--- config.mk ---
export PLATFORM = sky130hd
export DESIGN_NAME = quicksort_lomuto_engine
export DESIGN_NICKNAME = d
export VERILOG_FILES = /design/src/hdl/qsl_pkg.sv /design/src/hdl/quicksort_lomuto_engine.sv /design/src/hdl/qsl_ram.sv /design/src/hdl/qsl_ctrl.sv /design/src/hdl/qsl_datapath.sv
export SDC_FILE = /design/constraint.sdc
export NUM_CORES = 2
export LEC_CHECK = 0
export ABC_AREA = 1
export BUFFER_PORTS_ARGS = -buffer_cell sky130_fd_sc_hd__buf_2
export CELL_PAD_IN_SITES_DETAIL_PLACEMENT = 0
export CELL_PAD_IN_SITES_GLOBAL_PLACEMENT = 1
export CORE_ASPECT_RATIO = 0.5
export CORE_MARGIN = 1.5
export CORE_UTILIZATION = 30
export DETAILED_ROUTE_END_ITERATION = 12
export GPL_ROUTABILITY_DRIVEN = 0
export PLACE_DENSITY = 0.55
export SETUP_SLACK_MARGIN = 0.15
export SYNTH_ARGS = -nofsm -noshare
export SYNTH_HDL_FRONTEND = slang
export SYNTH_HIERARCHICAL = 1
export SYNTH_SLANG_ARGS = --single-unit
export TNS_END_PERCENT = 50
--- constraint.sdc ---
create_clock -name clk -period 14.45 [get_ports clk]
set_input_delay 0.7225 -clock clk [delete_from_list [all_inputs] [get_ports clk]]
set_output_delay 0.7225 -clock clk [all_outputs]
set_load 0.02 [all_outputs]
--- src/hdl/qsl_pkg.sv ---
// Shared types for the quicksort engine: data width, default capacity,
// datapath operation codes and the controller/datapath command and status bundles.
// No dependencies.
package qsl_pkg;

    localparam int DATA_W           = 32;
    localparam int MAX_ELEMENTS_DEF = 64;

    // One datapath operation per controller step
    typedef enum logic [3:0] {
        OP_LOAD,
        OP_START,
        OP_POP,
        OP_RANGE,
        OP_PIVOT,
        OP_SCAN,
        OP_TEST,
        OP_SWAP1,
        OP_SWAP2,
        OP_FIN_RD,
        OP_FIN1,
        OP_FIN2,
        OP_PUSH_L,
        OP_PUSH_R,
        OP_EMIT_RD,
        OP_EMIT_LD
    } dp_op_t;

    typedef struct packed {
        dp_op_t op;
        logic   in_ready;
    } dp_cmd_t;

    typedef struct packed {
        logic in_fire_last;  // item marked last accepted this cycle
        logic count_ge2;     // at least two elements stored
        logic less;          // scanned element below pivot
        logic i_eq_bound;    // scan index equals partition boundary
        logic last_i;        // scan index is the last one before the pivot
        logic bound_eq_hi;   // boundary already at pivot position
        logic push_r_ok;     // right subrange has two or more elements
        logic stack_empty;   // no range on the stack
        logic slot_free;     // output register can take a new item
        logic emit_last;     // element being emitted is the final one
    } dp_status_t;

endpackage

--- src/hdl/quicksort_lomuto_engine.sv ---
// Top level of the quicksort engine: joins controller and datapath.
// Depends on qsl_pkg, qsl_ctrl, qsl_datapath and qsl_ram.
//
// Usage:
//   Send signed 32-bit values on the s_axis channel, one item per cycle;
//   s_axis_tlast marks the final value of a set. Up to MAX_ELEMENTS values
//   are kept; further values are dropped and the set's overflow flag is set.
//   After the last item the set is sorted in place with Lomuto quicksort and
//   streamed out on m_axis in ascending order, m_axis_tlast on the final one,
//   m_axis_tuser carrying the overflow flag on every result of the set.
// Sorting steps:
//   Each range is popped from the stack and its last element read as pivot;
//   each other element is read and compared, and one below the pivot is swapped
//   with the boundary element; the pivot goes to the boundary and subranges
//   of two or more are pushed. Every step runs through the single read port
//   of the element RAM; each result is read, then put in the output register.
// Reset and stalls:
//   Reset empties the set and the stack; no clearing pass is needed.
//   s_axis_tready is low from the last item until the final result has been
//   loaded into the output register. A stalled receiver holds the output
//   register and pauses emission; the final result may wait there while the
//   next set already loads.
module quicksort_lomuto_engine #(
    parameter int MAX_ELEMENTS = qsl_pkg::MAX_ELEMENTS_DEF
) (
    input  logic                       clk,
    input  logic                       rst_n,
    input  logic                       s_axis_tvalid,
    output logic                       s_axis_tready,
    input  logic [qsl_pkg::DATA_W-1:0] s_axis_tdata,   // [31:0] value
    input  logic                       s_axis_tlast,   // last_element
    output logic                       m_axis_tvalid,
    input  logic                       m_axis_tready,
    output logic [qsl_pkg::DATA_W-1:0] m_axis_tdata,   // [31:0] sorted_value
    output logic                       m_axis_tlast,   // last_result
    output logic                       m_axis_tuser    // [0] overflow
);
    import qsl_pkg::*;

    dp_cmd_t    cmd;
    dp_status_t status;

    qsl_ctrl u_ctrl (
        .clk    (clk),
        .rst_n  (rst_n),
        .status (status),
        .cmd    (cmd)
    );

    qsl_datapath #(
        .MAX_ELEMENTS (MAX_ELEMENTS)
    ) u_datapath (
        .clk       (clk),
        .rst_n     (rst_n),
        .cmd       (cmd),
        .status    (status),
        .in_valid  (s_axis_tvalid),
        .in_data   (s_axis_tdata),
        .in_last   (s_axis_tlast),
        .out_valid (m_axis_tvalid),
        .out_ready (m_axis_tready),
        .out_data  (m_axis_tdata),
        .out_last  (m_axis_tlast),
        .out_ovf   (m_axis_tuser)
    );

    assign s_axis_tready = cmd.in_ready;

endmodule

--- src/hdl/qsl_ram.sv ---
// Generic single-write, single-read RAM with registered read data and read enable.
// No dependencies.
module qsl_ram #(
    parameter int WIDTH = 32,
    parameter int DEPTH = 64
) (
    input  logic                     clk,
    input  logic                     we,
    input  logic [$clog2(DEPTH)-1:0] waddr,
    input  logic [WIDTH-1:0]         wdata,
    input  logic                     re,
    input  logic [$clog2(DEPTH)-1:0] raddr,
    output logic [WIDTH-1:0]         rdata
);

    logic [WIDTH-1:0] mem [DEPTH];

    // Write port
    always_ff @(posedge clk)
    begin
        if (we)
        begin
            mem[waddr] <= wdata;
        end
    end

    // Registered read, held while re is low
    always_ff @(posedge clk)
    begin
        if (re)
        begin
            rdata <= mem[raddr];
        end
    end

endmodule

--- src/hdl/qsl_ctrl.sv ---
// Controller of the quicksort engine: one-hot state machine that sequences
// load, partition, stack and emission steps. Depends on qsl_pkg.
module qsl_ctrl (
    input  logic                clk,
    input  logic                rst_n,
    input  qsl_pkg::dp_status_t status,
    output qsl_pkg::dp_cmd_t    cmd
);
    import qsl_pkg::*;

    typedef enum logic [15:0] {
        S_IDLE    = 16'b0000_0000_0000_0001,
        S_START   = 16'b0000_0000_0000_0010,
        S_POP     = 16'b0000_0000_0000_0100,
        S_RANGE   = 16'b0000_0000_0000_1000,
        S_PIVOT   = 16'b0000_0000_0001_0000,
        S_SCAN    = 16'b0000_0000_0010_0000,
        S_TEST    = 16'b0000_0000_0100_0000,
        S_SWAP1   = 16'b0000_0000_1000_0000,
        S_SWAP2   = 16'b0000_0001_0000_0000,
        S_FIN_RD  = 16'b0000_0010_0000_0000,
        S_FIN1    = 16'b0000_0100_0000_0000,
        S_FIN2    = 16'b0000_1000_0000_0000,
        S_PUSH_L  = 16'b0001_0000_0000_0000,
        S_PUSH_R  = 16'b0010_0000_0000_0000,
        S_EMIT_RD = 16'b0100_0000_0000_0000,
        S_EMIT_LD = 16'b1000_0000_0000_0000
    } state_t;

    state_t state_reg;
    state_t state_next;

    // State register
    always_ff @(posedge clk or negedge rst_n)
    begin
        if (!rst_n)
        begin
            state_reg <= S_IDLE;
        end
        else
        begin
            state_reg <= state_next;
        end
    end

    // Next state
    always_comb
    begin
        state_next = state_reg;
        case (state_reg)
            S_IDLE:
            begin
                if (status.in_fire_last)
                begin
                    state_next = S_START;
                end
            end
            S_START:
            begin
                state_next = status.count_ge2 ? S_POP : S_EMIT_RD;
            end
            S_POP:   state_next = S_RANGE;
            S_RANGE: state_next = S_PIVOT;
            S_PIVOT: state_next = S_SCAN;
            S_SCAN:  state_next = S_TEST;
            S_TEST:
            begin
                if (status.less && !status.i_eq_bound)
                begin
                    state_next = S_SWAP1;
                end
                else
                begin
                    state_next = status.last_i ? S_FIN_RD : S_SCAN;
                end
            end
            S_SWAP1: state_next = S_SWAP2;
            S_SWAP2:
            begin
                state_next = status.last_i ? S_FIN_RD : S_SCAN;
            end
            S_FIN_RD:
            begin
                state_next = status.bound_eq_hi ? S_PUSH_L : S_FIN1;
            end
            S_FIN1:   state_next = S_FIN2;
            S_FIN2:   state_next = S_PUSH_L;
            S_PUSH_L: state_next = S_PUSH_R;
            S_PUSH_R:
            begin
                if (status.stack_empty && !status.push_r_ok)
                begin
                    state_next = S_EMIT_RD;
                end
                else
                begin
                    state_next = S_POP;
                end
            end
            S_EMIT_RD: state_next = S_EMIT_LD;
            S_EMIT_LD:
            begin
                if (status.slot_free)
                begin
                    state_next = status.emit_last ? S_IDLE : S_EMIT_RD;
                end
            end
            default: state_next = S_IDLE;
        endcase
    end

    // Map state to datapath operation
    always_comb
    begin
        cmd.in_ready = (state_reg == S_IDLE);
        case (state_reg)
            S_IDLE:    cmd.op = OP_LOAD;
            S_START:   cmd.op = OP_START;
            S_POP:     cmd.op = OP_POP;
            S_RANGE:   cmd.op = OP_RANGE;
            S_PIVOT:   cmd.op = OP_PIVOT;
            S_SCAN:    cmd.op = OP_SCAN;
            S_TEST:    cmd.op = OP_TEST;
            S_SWAP1:   cmd.op = OP_SWAP1;
            S_SWAP2:   cmd.op = OP_SWAP2;
            S_FIN_RD:  cmd.op = OP_FIN_RD;
            S_FIN1:    cmd.op = OP_FIN1;
            S_FIN2:    cmd.op = OP_FIN2;
            S_PUSH_L:  cmd.op = OP_PUSH_L;
            S_PUSH_R:  cmd.op = OP_PUSH_R;
            S_EMIT_RD: cmd.op = OP_EMIT_RD;
            S_EMIT_LD: cmd.op = OP_EMIT_LD;
            default:   cmd.op = OP_LOAD;
        endcase
    end

endmodule

--- src/hdl/qsl_datapath.sv ---
// Datapath of the quicksort engine: element store, range stack, scan indexes,
// pivot compare and output register. Depends on qsl_pkg and qsl_ram.
module qsl_datapath #(
    parameter int MAX_ELEMENTS = qsl_pkg::MAX_ELEMENTS_DEF
) (
    input  logic                       clk,
    input  logic                       rst_n,
    input  qsl_pkg::dp_cmd_t           cmd,
    output qsl_pkg::dp_status_t        status,
    input  logic                       in_valid,
    input  logic [qsl_pkg::DATA_W-1:0] in_data,
    input  logic                       in_last,
    output logic                       out_valid,
    input  logic                       out_ready,
    output logic [qsl_pkg::DATA_W-1:0] out_data,
    output logic                       out_last,
    output logic                       out_ovf
);
    import qsl_pkg::*;

    localparam int IDX_W = $clog2(MAX_ELEMENTS);
    localparam int CNT_W = $clog2(MAX_ELEMENTS + 1);
    localparam int STK_W = 2 * IDX_W;

    // Control and index registers
    logic [CNT_W-1:0]         count_reg, count_next;
    logic                     dropped_reg, dropped_next;
    logic [CNT_W-1:0]         sp_reg, sp_next;
    logic [IDX_W-1:0]         lo_reg, lo_next;
    logic [IDX_W-1:0]         hi_reg, hi_next;
    logic [IDX_W-1:0]         i_reg, i_next;
    logic [IDX_W-1:0]         bound_reg, bound_next;
    logic [IDX_W-1:0]         k_reg, k_next;
    logic signed [DATA_W-1:0] pivot_reg, pivot_next;
    logic [DATA_W-1:0]        hold_reg, hold_next;
    logic                     out_valid_reg, out_valid_next;
    logic [DATA_W-1:0]        out_data_reg, out_data_next;
    logic                     out_last_reg, out_last_next;
    logic                     out_ovf_reg, out_ovf_next;

    // Memory ports
    logic              e_we, e_re;
    logic [IDX_W-1:0]  e_waddr, e_raddr;
    logic [DATA_W-1:0] e_wdata, e_rdata;
    logic              s_we, s_re;
    logic [IDX_W-1:0]  s_waddr, s_raddr;
    logic [STK_W-1:0]  s_wdata, s_rdata;

    // Derived values
    logic             in_fire;
    logic [CNT_W-1:0] count_m1;
    logic [CNT_W-1:0] sp_m1;
    logic [CNT_W-1:0] k_inc;
    logic [IDX_W:0]   i_inc;
    logic [IDX_W:0]   bound_inc;
    logic [IDX_W:0]   lo_inc;
    logic             less;
    logic             push_l_ok;
    logic             push_r_ok;
    logic             slot_free;
    logic             emit_last;

    qsl_ram #(
        .WIDTH (DATA_W),
        .DEPTH (MAX_ELEMENTS)
    ) u_elem_ram (
        .clk   (clk),
        .we    (e_we),
        .waddr (e_waddr),
        .wdata (e_wdata),
        .re    (e_re),
        .raddr (e_raddr),
        .rdata (e_rdata)
    );

    qsl_ram #(
        .WIDTH (STK_W),
        .DEPTH (MAX_ELEMENTS)
    ) u_stack_ram (
        .clk   (clk),
        .we    (s_we),
        .waddr (s_waddr),
        .wdata (s_wdata),
        .re    (s_re),
        .raddr (s_raddr),
        .rdata (s_rdata)
    );

    // Compare and index arithmetic
    assign in_fire   = in_valid && cmd.in_ready;
    assign count_m1  = count_reg - 1'b1;
    assign sp_m1     = sp_reg - 1'b1;
    assign k_inc     = CNT_W'(k_reg) + 1'b1;
    assign i_inc     = {1'b0, i_reg} + 1'b1;
    assign bound_inc = {1'b0, bound_reg} + 1'b1;
    assign lo_inc    = {1'b0, lo_reg} + 1'b1;
    assign less      = $signed(e_rdata) < pivot_reg;
    assign push_l_ok = {1'b0, bound_reg} > lo_inc;
    assign push_r_ok = bound_inc < {1'b0, hi_reg};
    assign slot_free = !out_valid_reg || out_ready;
    assign emit_last = (k_inc == count_reg);

    // Status to controller
    always_comb
    begin
        status.in_fire_last = in_fire && in_last;
        status.count_ge2    = (count_reg >= CNT_W'(2));
        status.less         = less;
        status.i_eq_bound   = (i_reg == bound_reg);
        status.last_i       = (i_inc == {1'b0, hi_reg});
        status.bound_eq_hi  = (bound_reg == hi_reg);
        status.push_r_ok    = push_r_ok;
        status.stack_empty  = (sp_reg == '0);
        status.slot_free    = slot_free;
        status.emit_last    = emit_last;
    end

    // Operation decode
    always_comb
    begin
        e_we    = 1'b0;
        e_waddr = bound_reg;
        e_wdata = hold_reg;
        e_re    = 1'b0;
        e_raddr = i_reg;
        s_we    = 1'b0;
        s_waddr = sp_reg[IDX_W-1:0];
        s_wdata = {lo_reg, bound_reg - 1'b1};
        s_re    = 1'b0;
        s_raddr = sp_m1[IDX_W-1:0];

        count_next   = count_reg;
        dropped_next = dropped_reg;
        sp_next      = sp_reg;
        lo_next      = lo_reg;
        hi_next      = hi_reg;
        i_next       = i_reg;
        bound_next   = bound_reg;
        k_next       = k_reg;
        pivot_next   = pivot_reg;
        hold_next    = hold_reg;

        out_valid_next = out_valid_reg && !out_ready;
        out_data_next  = out_data_reg;
        out_last_next  = out_last_reg;
        out_ovf_next   = out_ovf_reg;

        case (cmd.op)
            OP_LOAD:
            begin
                // Store the item, or drop it when full
                if (in_fire)
                begin
                    if (count_reg < CNT_W'(MAX_ELEMENTS))
                    begin
                        e_we       = 1'b1;
                        e_waddr    = count_reg[IDX_W-1:0];
                        e_wdata    = in_data;
                        count_next = count_reg + 1'b1;
                    end
                    else
                    begin
                        dropped_next = 1'b1;
                    end
                end
            end
            OP_START:
            begin
                // Push the whole set as the first range when it holds two or more elements
                k_next = '0;
                if (count_reg >= CNT_W'(2))
                begin
                    s_we    = 1'b1;
                    s_waddr = '0;
                    s_wdata = {{IDX_W{1'b0}}, count_m1[IDX_W-1:0]};
                    sp_next = CNT_W'(1);
                end
            end
            OP_POP:
            begin
                s_re    = 1'b1;
                sp_next = sp_m1;
            end
            OP_RANGE:
            begin
                // Take bounds and fetch the pivot
                lo_next = s_rdata[STK_W-1:IDX_W];
                hi_next = s_rdata[IDX_W-1:0];
                e_re    = 1'b1;
                e_raddr = s_rdata[IDX_W-1:0];
            end
            OP_PIVOT:
            begin
                pivot_next = e_rdata;
                i_next     = lo_reg;
                bound_next = lo_reg;
            end
            OP_SCAN:
            begin
                e_re    = 1'b1;
                e_raddr = i_reg;
            end
            OP_TEST:
            begin
                hold_next = e_rdata;
                if (less && (i_reg != bound_reg))
                begin
                    e_re    = 1'b1;
                    e_raddr = bound_reg;
                end
                else if (less)
                begin
                    bound_next = bound_inc[IDX_W-1:0];
                    i_next     = i_inc[IDX_W-1:0];
                end
                else
                begin
                    i_next = i_inc[IDX_W-1:0];
                end
            end
            OP_SWAP1:
            begin
                // Move the smaller element forward
                e_we      = 1'b1;
                e_waddr   = bound_reg;
                e_wdata   = hold_reg;
                hold_next = e_rdata;
            end
            OP_SWAP2:
            begin
                e_we       = 1'b1;
                e_waddr    = i_reg;
                e_wdata    = hold_reg;
                bound_next = bound_inc[IDX_W-1:0];
                i_next     = i_inc[IDX_W-1:0];
            end
            OP_FIN_RD:
            begin
                e_re    = 1'b1;
                e_raddr = bound_reg;
            end
            OP_FIN1:
            begin
                // Place the pivot at the boundary
                e_we      = 1'b1;
                e_waddr   = bound_reg;
                e_wdata   = pivot_reg;
                hold_next = e_rdata;
            end
            OP_FIN2:
            begin
                e_we    = 1'b1;
                e_waddr = hi_reg;
                e_wdata = hold_reg;
            end
            OP_PUSH_L:
            begin
                if (push_l_ok)
                begin
                    s_we    = 1'b1;
                    s_wdata = {lo_reg, bound_reg - 1'b1};
                    sp_next = sp_reg + 1'b1;
                end
            end
            OP_PUSH_R:
            begin
                if (push_r_ok)
                begin
                    s_we    = 1'b1;
                    s_wdata = {bound_inc[IDX_W-1:0], hi_reg};
                    sp_next = sp_reg + 1'b1;
                end
            end
            OP_EMIT_RD:
            begin
                e_re    = 1'b1;
                e_raddr = k_reg;
            end
            OP_EMIT_LD:
            begin
                // Load the output register, then close the set on the last item
                if (slot_free)
                begin
                    out_valid_next = 1'b1;
                    out_data_next  = e_rdata;
                    out_last_next  = emit_last;
                    out_ovf_next   = dropped_reg;
                    if (emit_last)
                    begin
                        count_next   = '0;
                        dropped_next = 1'b0;
                        sp_next      = '0;
                    end
                    else
                    begin
                        k_next = k_inc[IDX_W-1:0];
                    end
                end
            end
            default:
            begin
                count_next = count_reg;
            end
        endcase
    end

    // Control registers
    always_ff @(posedge clk or negedge rst_n)
    begin
        if (!rst_n)
        begin
            count_reg     <= '0;
            dropped_reg   <= 1'b0;
            sp_reg        <= '0;
            out_valid_reg <= 1'b0;
        end
        else
        begin
            count_reg     <= count_next;
            dropped_reg   <= dropped_next;
            sp_reg        <= sp_next;
            out_valid_reg <= out_valid_next;
        end
    end

    // Payload registers
    always_ff @(posedge clk)
    begin
        lo_reg       <= lo_next;
        hi_reg       <= hi_next;
        i_reg        <= i_next;
        bound_reg    <= bound_next;
        k_reg        <= k_next;
        pivot_reg    <= pivot_next;
        hold_reg     <= hold_next;
        out_data_reg <= out_data_next;
        out_last_reg <= out_last_next;
        out_ovf_reg  <= out_ovf_next;
    end

    assign out_valid = out_valid_reg;
    assign out_data  = out_data_reg;
    assign out_last  = out_last_reg;
    assign out_ovf   = out_ovf_reg;

endmodule

==> results.sh <==
export IMPL_status="complete, no violations"
export IMPL_coreArea_um2=414000
export IMPL_rows=167
export IMPL_fin_nets=10700
export IMPL_cts_made_buffers=300
export IMPL_antenna_found_initial=22
export IMPL_synth_flop_cell="edfxtp_1"
export IMPL_yosysMostFrequentCell="nand2_1"
export IMPL_fill_cells=40700
export IMPL_p_total_uw=26300
export IMPL_yosysTopAreaCellShare_pct=72.0
export IMPL_synth_area_leader_cell="edfxtp_1"
export IMPL_grt_pass1_wl_um=582000
export IMPL_finalWirelength_um=408000
export IMPL_register_area_um2=90500
export IMPL_timing_final_crit_share_pct=50.4
export IMPL_fin_crit_ns=7.28
export IMPL_pin_count=73
export IMPL_final_cells=16400
export IMPL_switchingPower_uw=9340
export IMPL_irDropWorstVdd_mv=0.186
export IMPL_tightest_slew_ns=1.45
export IMPL_placed_cells=15800
export IMPL_cp_start_kind="register"
export IMPL_worstSetupEndpointType="register"
export IMPL_clock_latency_ns=0.91
export IMPL_synthesis_nets=10600
export IMPL_synth_common_cells="nand2_1, edfxtp_1, nand3_1, buf_2, nor2_1"
export IMPL_yosysWarnings=6
export IMPL_die_area_um2=420000
export IMPL_slew_headroom_pct=3.13
export IMPL_pwr_density_cell_nw_per_um2=186
export IMPL_cp_slowest_stage_delay_ns=0.68
export IMPL_whs_ns=0.284
export IMPL_start_util_pct=30.1
export IMPL_drive_above_1_share_pct=8.79
export IMPL_max_freq_ghz=0.137
export IMPL_crit_type="register to register"
export IMPL_async_flop_share_pct=1.06
export IMPL_setup_viol=0
export IMPL_grt_max_degree=217
export IMPL_drv_cap=0
export IMPL_cts_max_path_buffers=4
export IMPL_rsz0062_at_grt="no"
export IMPL_utilization_pct=34.2
export IMPL_cts_clk_slew_worst_paths_ns=0.07
export IMPL_final_setup_tns_ns=0
export IMPL_avgViaCountPerCell=4.99
export IMPL_htree_levels=5
export IMPL_drt_iter0_markers=8303
export IMPL_clkPwrFrac_pct=29.7
export IMPL_synth_edff_count=2988
export IMPL_synthTopCellsByArea="edfxtp_1, nand3_1, nand2_1, buf_2, nor2_1"
export IMPL_p_leak_uw=0.0494
export IMPL_first_pass_iters=5
export IMPL_worstPathArrival_ns=8.01
export IMPL_multi_input_area_um2=31200
export IMPL_top_register="u_datapath/u_elem_ram/mem"
export IMPL_ant_nets=0
export IMPL_swShare_pct=35.6
export IMPL_vias=81700
export IMPL_clock_root_buffer="clkbuf_16"
export IMPL_hold_viol=0
export IMPL_wl_per_cell_um=24.9
export IMPL_fp_dieH_um=459
export IMPL_die_x_um=915
export IMPL_hp_class="input pin to register"
export IMPL_dp_hpwl_um=218000
export IMPL_avgSynthCellArea_um2=11.8
export IMPL_reg_top3="u_datapath/u_elem_ram/mem (2048), u_datapath/u_stack_ram/mem (768)"
export IMPL_skew_ns=0.0859
export IMPL_syn2layout_area_growth_pct=13.5
export IMPL_globalRouteTotalUtil_pct=18.8
export IMPL_cts_tree="built"
export IMPL_synth_area_um2=125000
export IMPL_drc=0
export IMPL_grt_pass1_vias=77600
export IMPL_final_max_slew_viol_count=0
export IMPL_critPathMaxFanout=191
export IMPL_ys_seq_area_share_pct=72.6
export IMPL_cts_sinks=3020
export IMPL_worstPathRequired_ns=15.18
export IMPL_grt_ovfl_total=0
export IMPL_largest_register_ffs=2048
export IMPL_p_comb_share_pct=27.3
export IMPL_port_buffer_count=72
export IMPL_post_cts_buffers=0
export IMPL_synthCells=10600
export IMPL_worst_path_max_delay_cell="buf_4"
export IMPL_synth_seq_cells=3020
export IMPL_pwr_share_seq_pct=43.1
export IMPL_p_int_uw=16900
export IMPL_synth_cell_types=58
-- worst max-delay path: cells and delay by family (launching register included) --
family	cells	cell delay, ns
simple gates	17	3.49
buf+inv	7	2.62
flops	1	0.39
compound gates	2	0.37
-- power by group through the flow --
stage	combinational, µW	clock (µW)	sequential, µW
6_report	7160	7790	11300
3_5_place_dp	7210	0	11500
5_1_grt	7710	8280	11300
2_1_floorplan	3870	0	11600
4_1_cts	7220	7970	11300
3_3_place_gp	7170	0	11500
-- placed cells by master, fill, tap and decap left out, types with 8 or more instances in the layout --
cell / n
nand2_1: 3439
edfxtp_1: 2988
nand3_1: 2602
clkbuf_16: 307
buf_4: 268
nor2_1: 200
inv_1: 163
clkinv_1: 72
buf_2: 72
nor2_4: 61
o21ai_0: 59
clkinv_2: 57
clkbuf_1: 57
ha_1: 53
nand4_1: 39
a21oi_1: 34
dfrtp_1: 31
o221ai_4: 28
xor2_1: 27
bufinv_16: 22
inv_6: 15
nor4_2: 15
nor2_2: 14
o21ai_1: 13
o22ai_1: 12
inv_2: 10
nor3_1: 10
diode_2: 9
nand2_2: 8
-- path summary, 6_finish.rpt --
path                                                 start                         endpoint  slack (ns)  depth (start not counted)
max                                   u_ctrl/state_reg[10]  u_datapath/u_elem_ram/rdata[28]        7.17                         26
min                                           s_axis_tlast              u_ctrl/state_reg[0]        0.28                          6
max reg2reg                           u_ctrl/state_reg[10]  u_datapath/u_elem_ram/rdata[28]        7.17                         26
min reg2reg                u_datapath/u_stack_ram/rdata[8]             u_datapath/lo_reg[2]        0.43                          0
max in group asynchronous                            rst_n          u_datapath/count_reg[6]       13.43                          2
min in group asynchronous                            rst_n             u_datapath/sp_reg[1]        0.46                          2
-- per-layer routing --
layer	track usage (%)	routed length, µm
met1	27.5	189000
met2	30.1	187000
met3	2.43	23500
met4	4.20	9160
met5	0	41
-- through the flow --
stage / instance area, µm² / worst slack (ns)
2_1_floorplan: 125000 / 7.91
3_3_place_gp: 132000 / 7.24
3_5_place_dp: 132000 / 7.20
4_1_cts: 141000 / 7.21
5_1_grt: 141000 / 6.66
6_report: 141000 / 7.17
-- repair_timing --
| item | CTS | global route |
|---|---|---|
| hold buffers | 1 | 0 |
| resized for setup | 0 | 0 |
| hold endpoints to repair | 31 | 0 |
-- cells by family (layout without fill, tap and decap cells) --
kind of cell | count (synthesis) | after routing | synth area share [%]
DFF | 3020 | 3020 | 72.6
buffers and inverters | 840 | 1076 | 3.40
xor gates and xnor gates | 38 | 38 | 0.273
adders and majority gates | 53 | 53 | 0.532
other | 0 | 9 | 0
AOI/OAI and AO/OA | 196 | 196 | 0.997
and+or+nand+nor | 6412 | 6412 | 22.2
-- area by class of cell --
cell class	count	area share (%)
multi-input cells	6699	22.0
repair buffers	348	1.78
clock inverters	173	1.05
diodes	9	0.0159
flip-flops and latches	3020	64.0
inverters	191	0.579
well taps	5577	4.93
clock buffers	364	5.58
(Power assumes the default switching activity.)
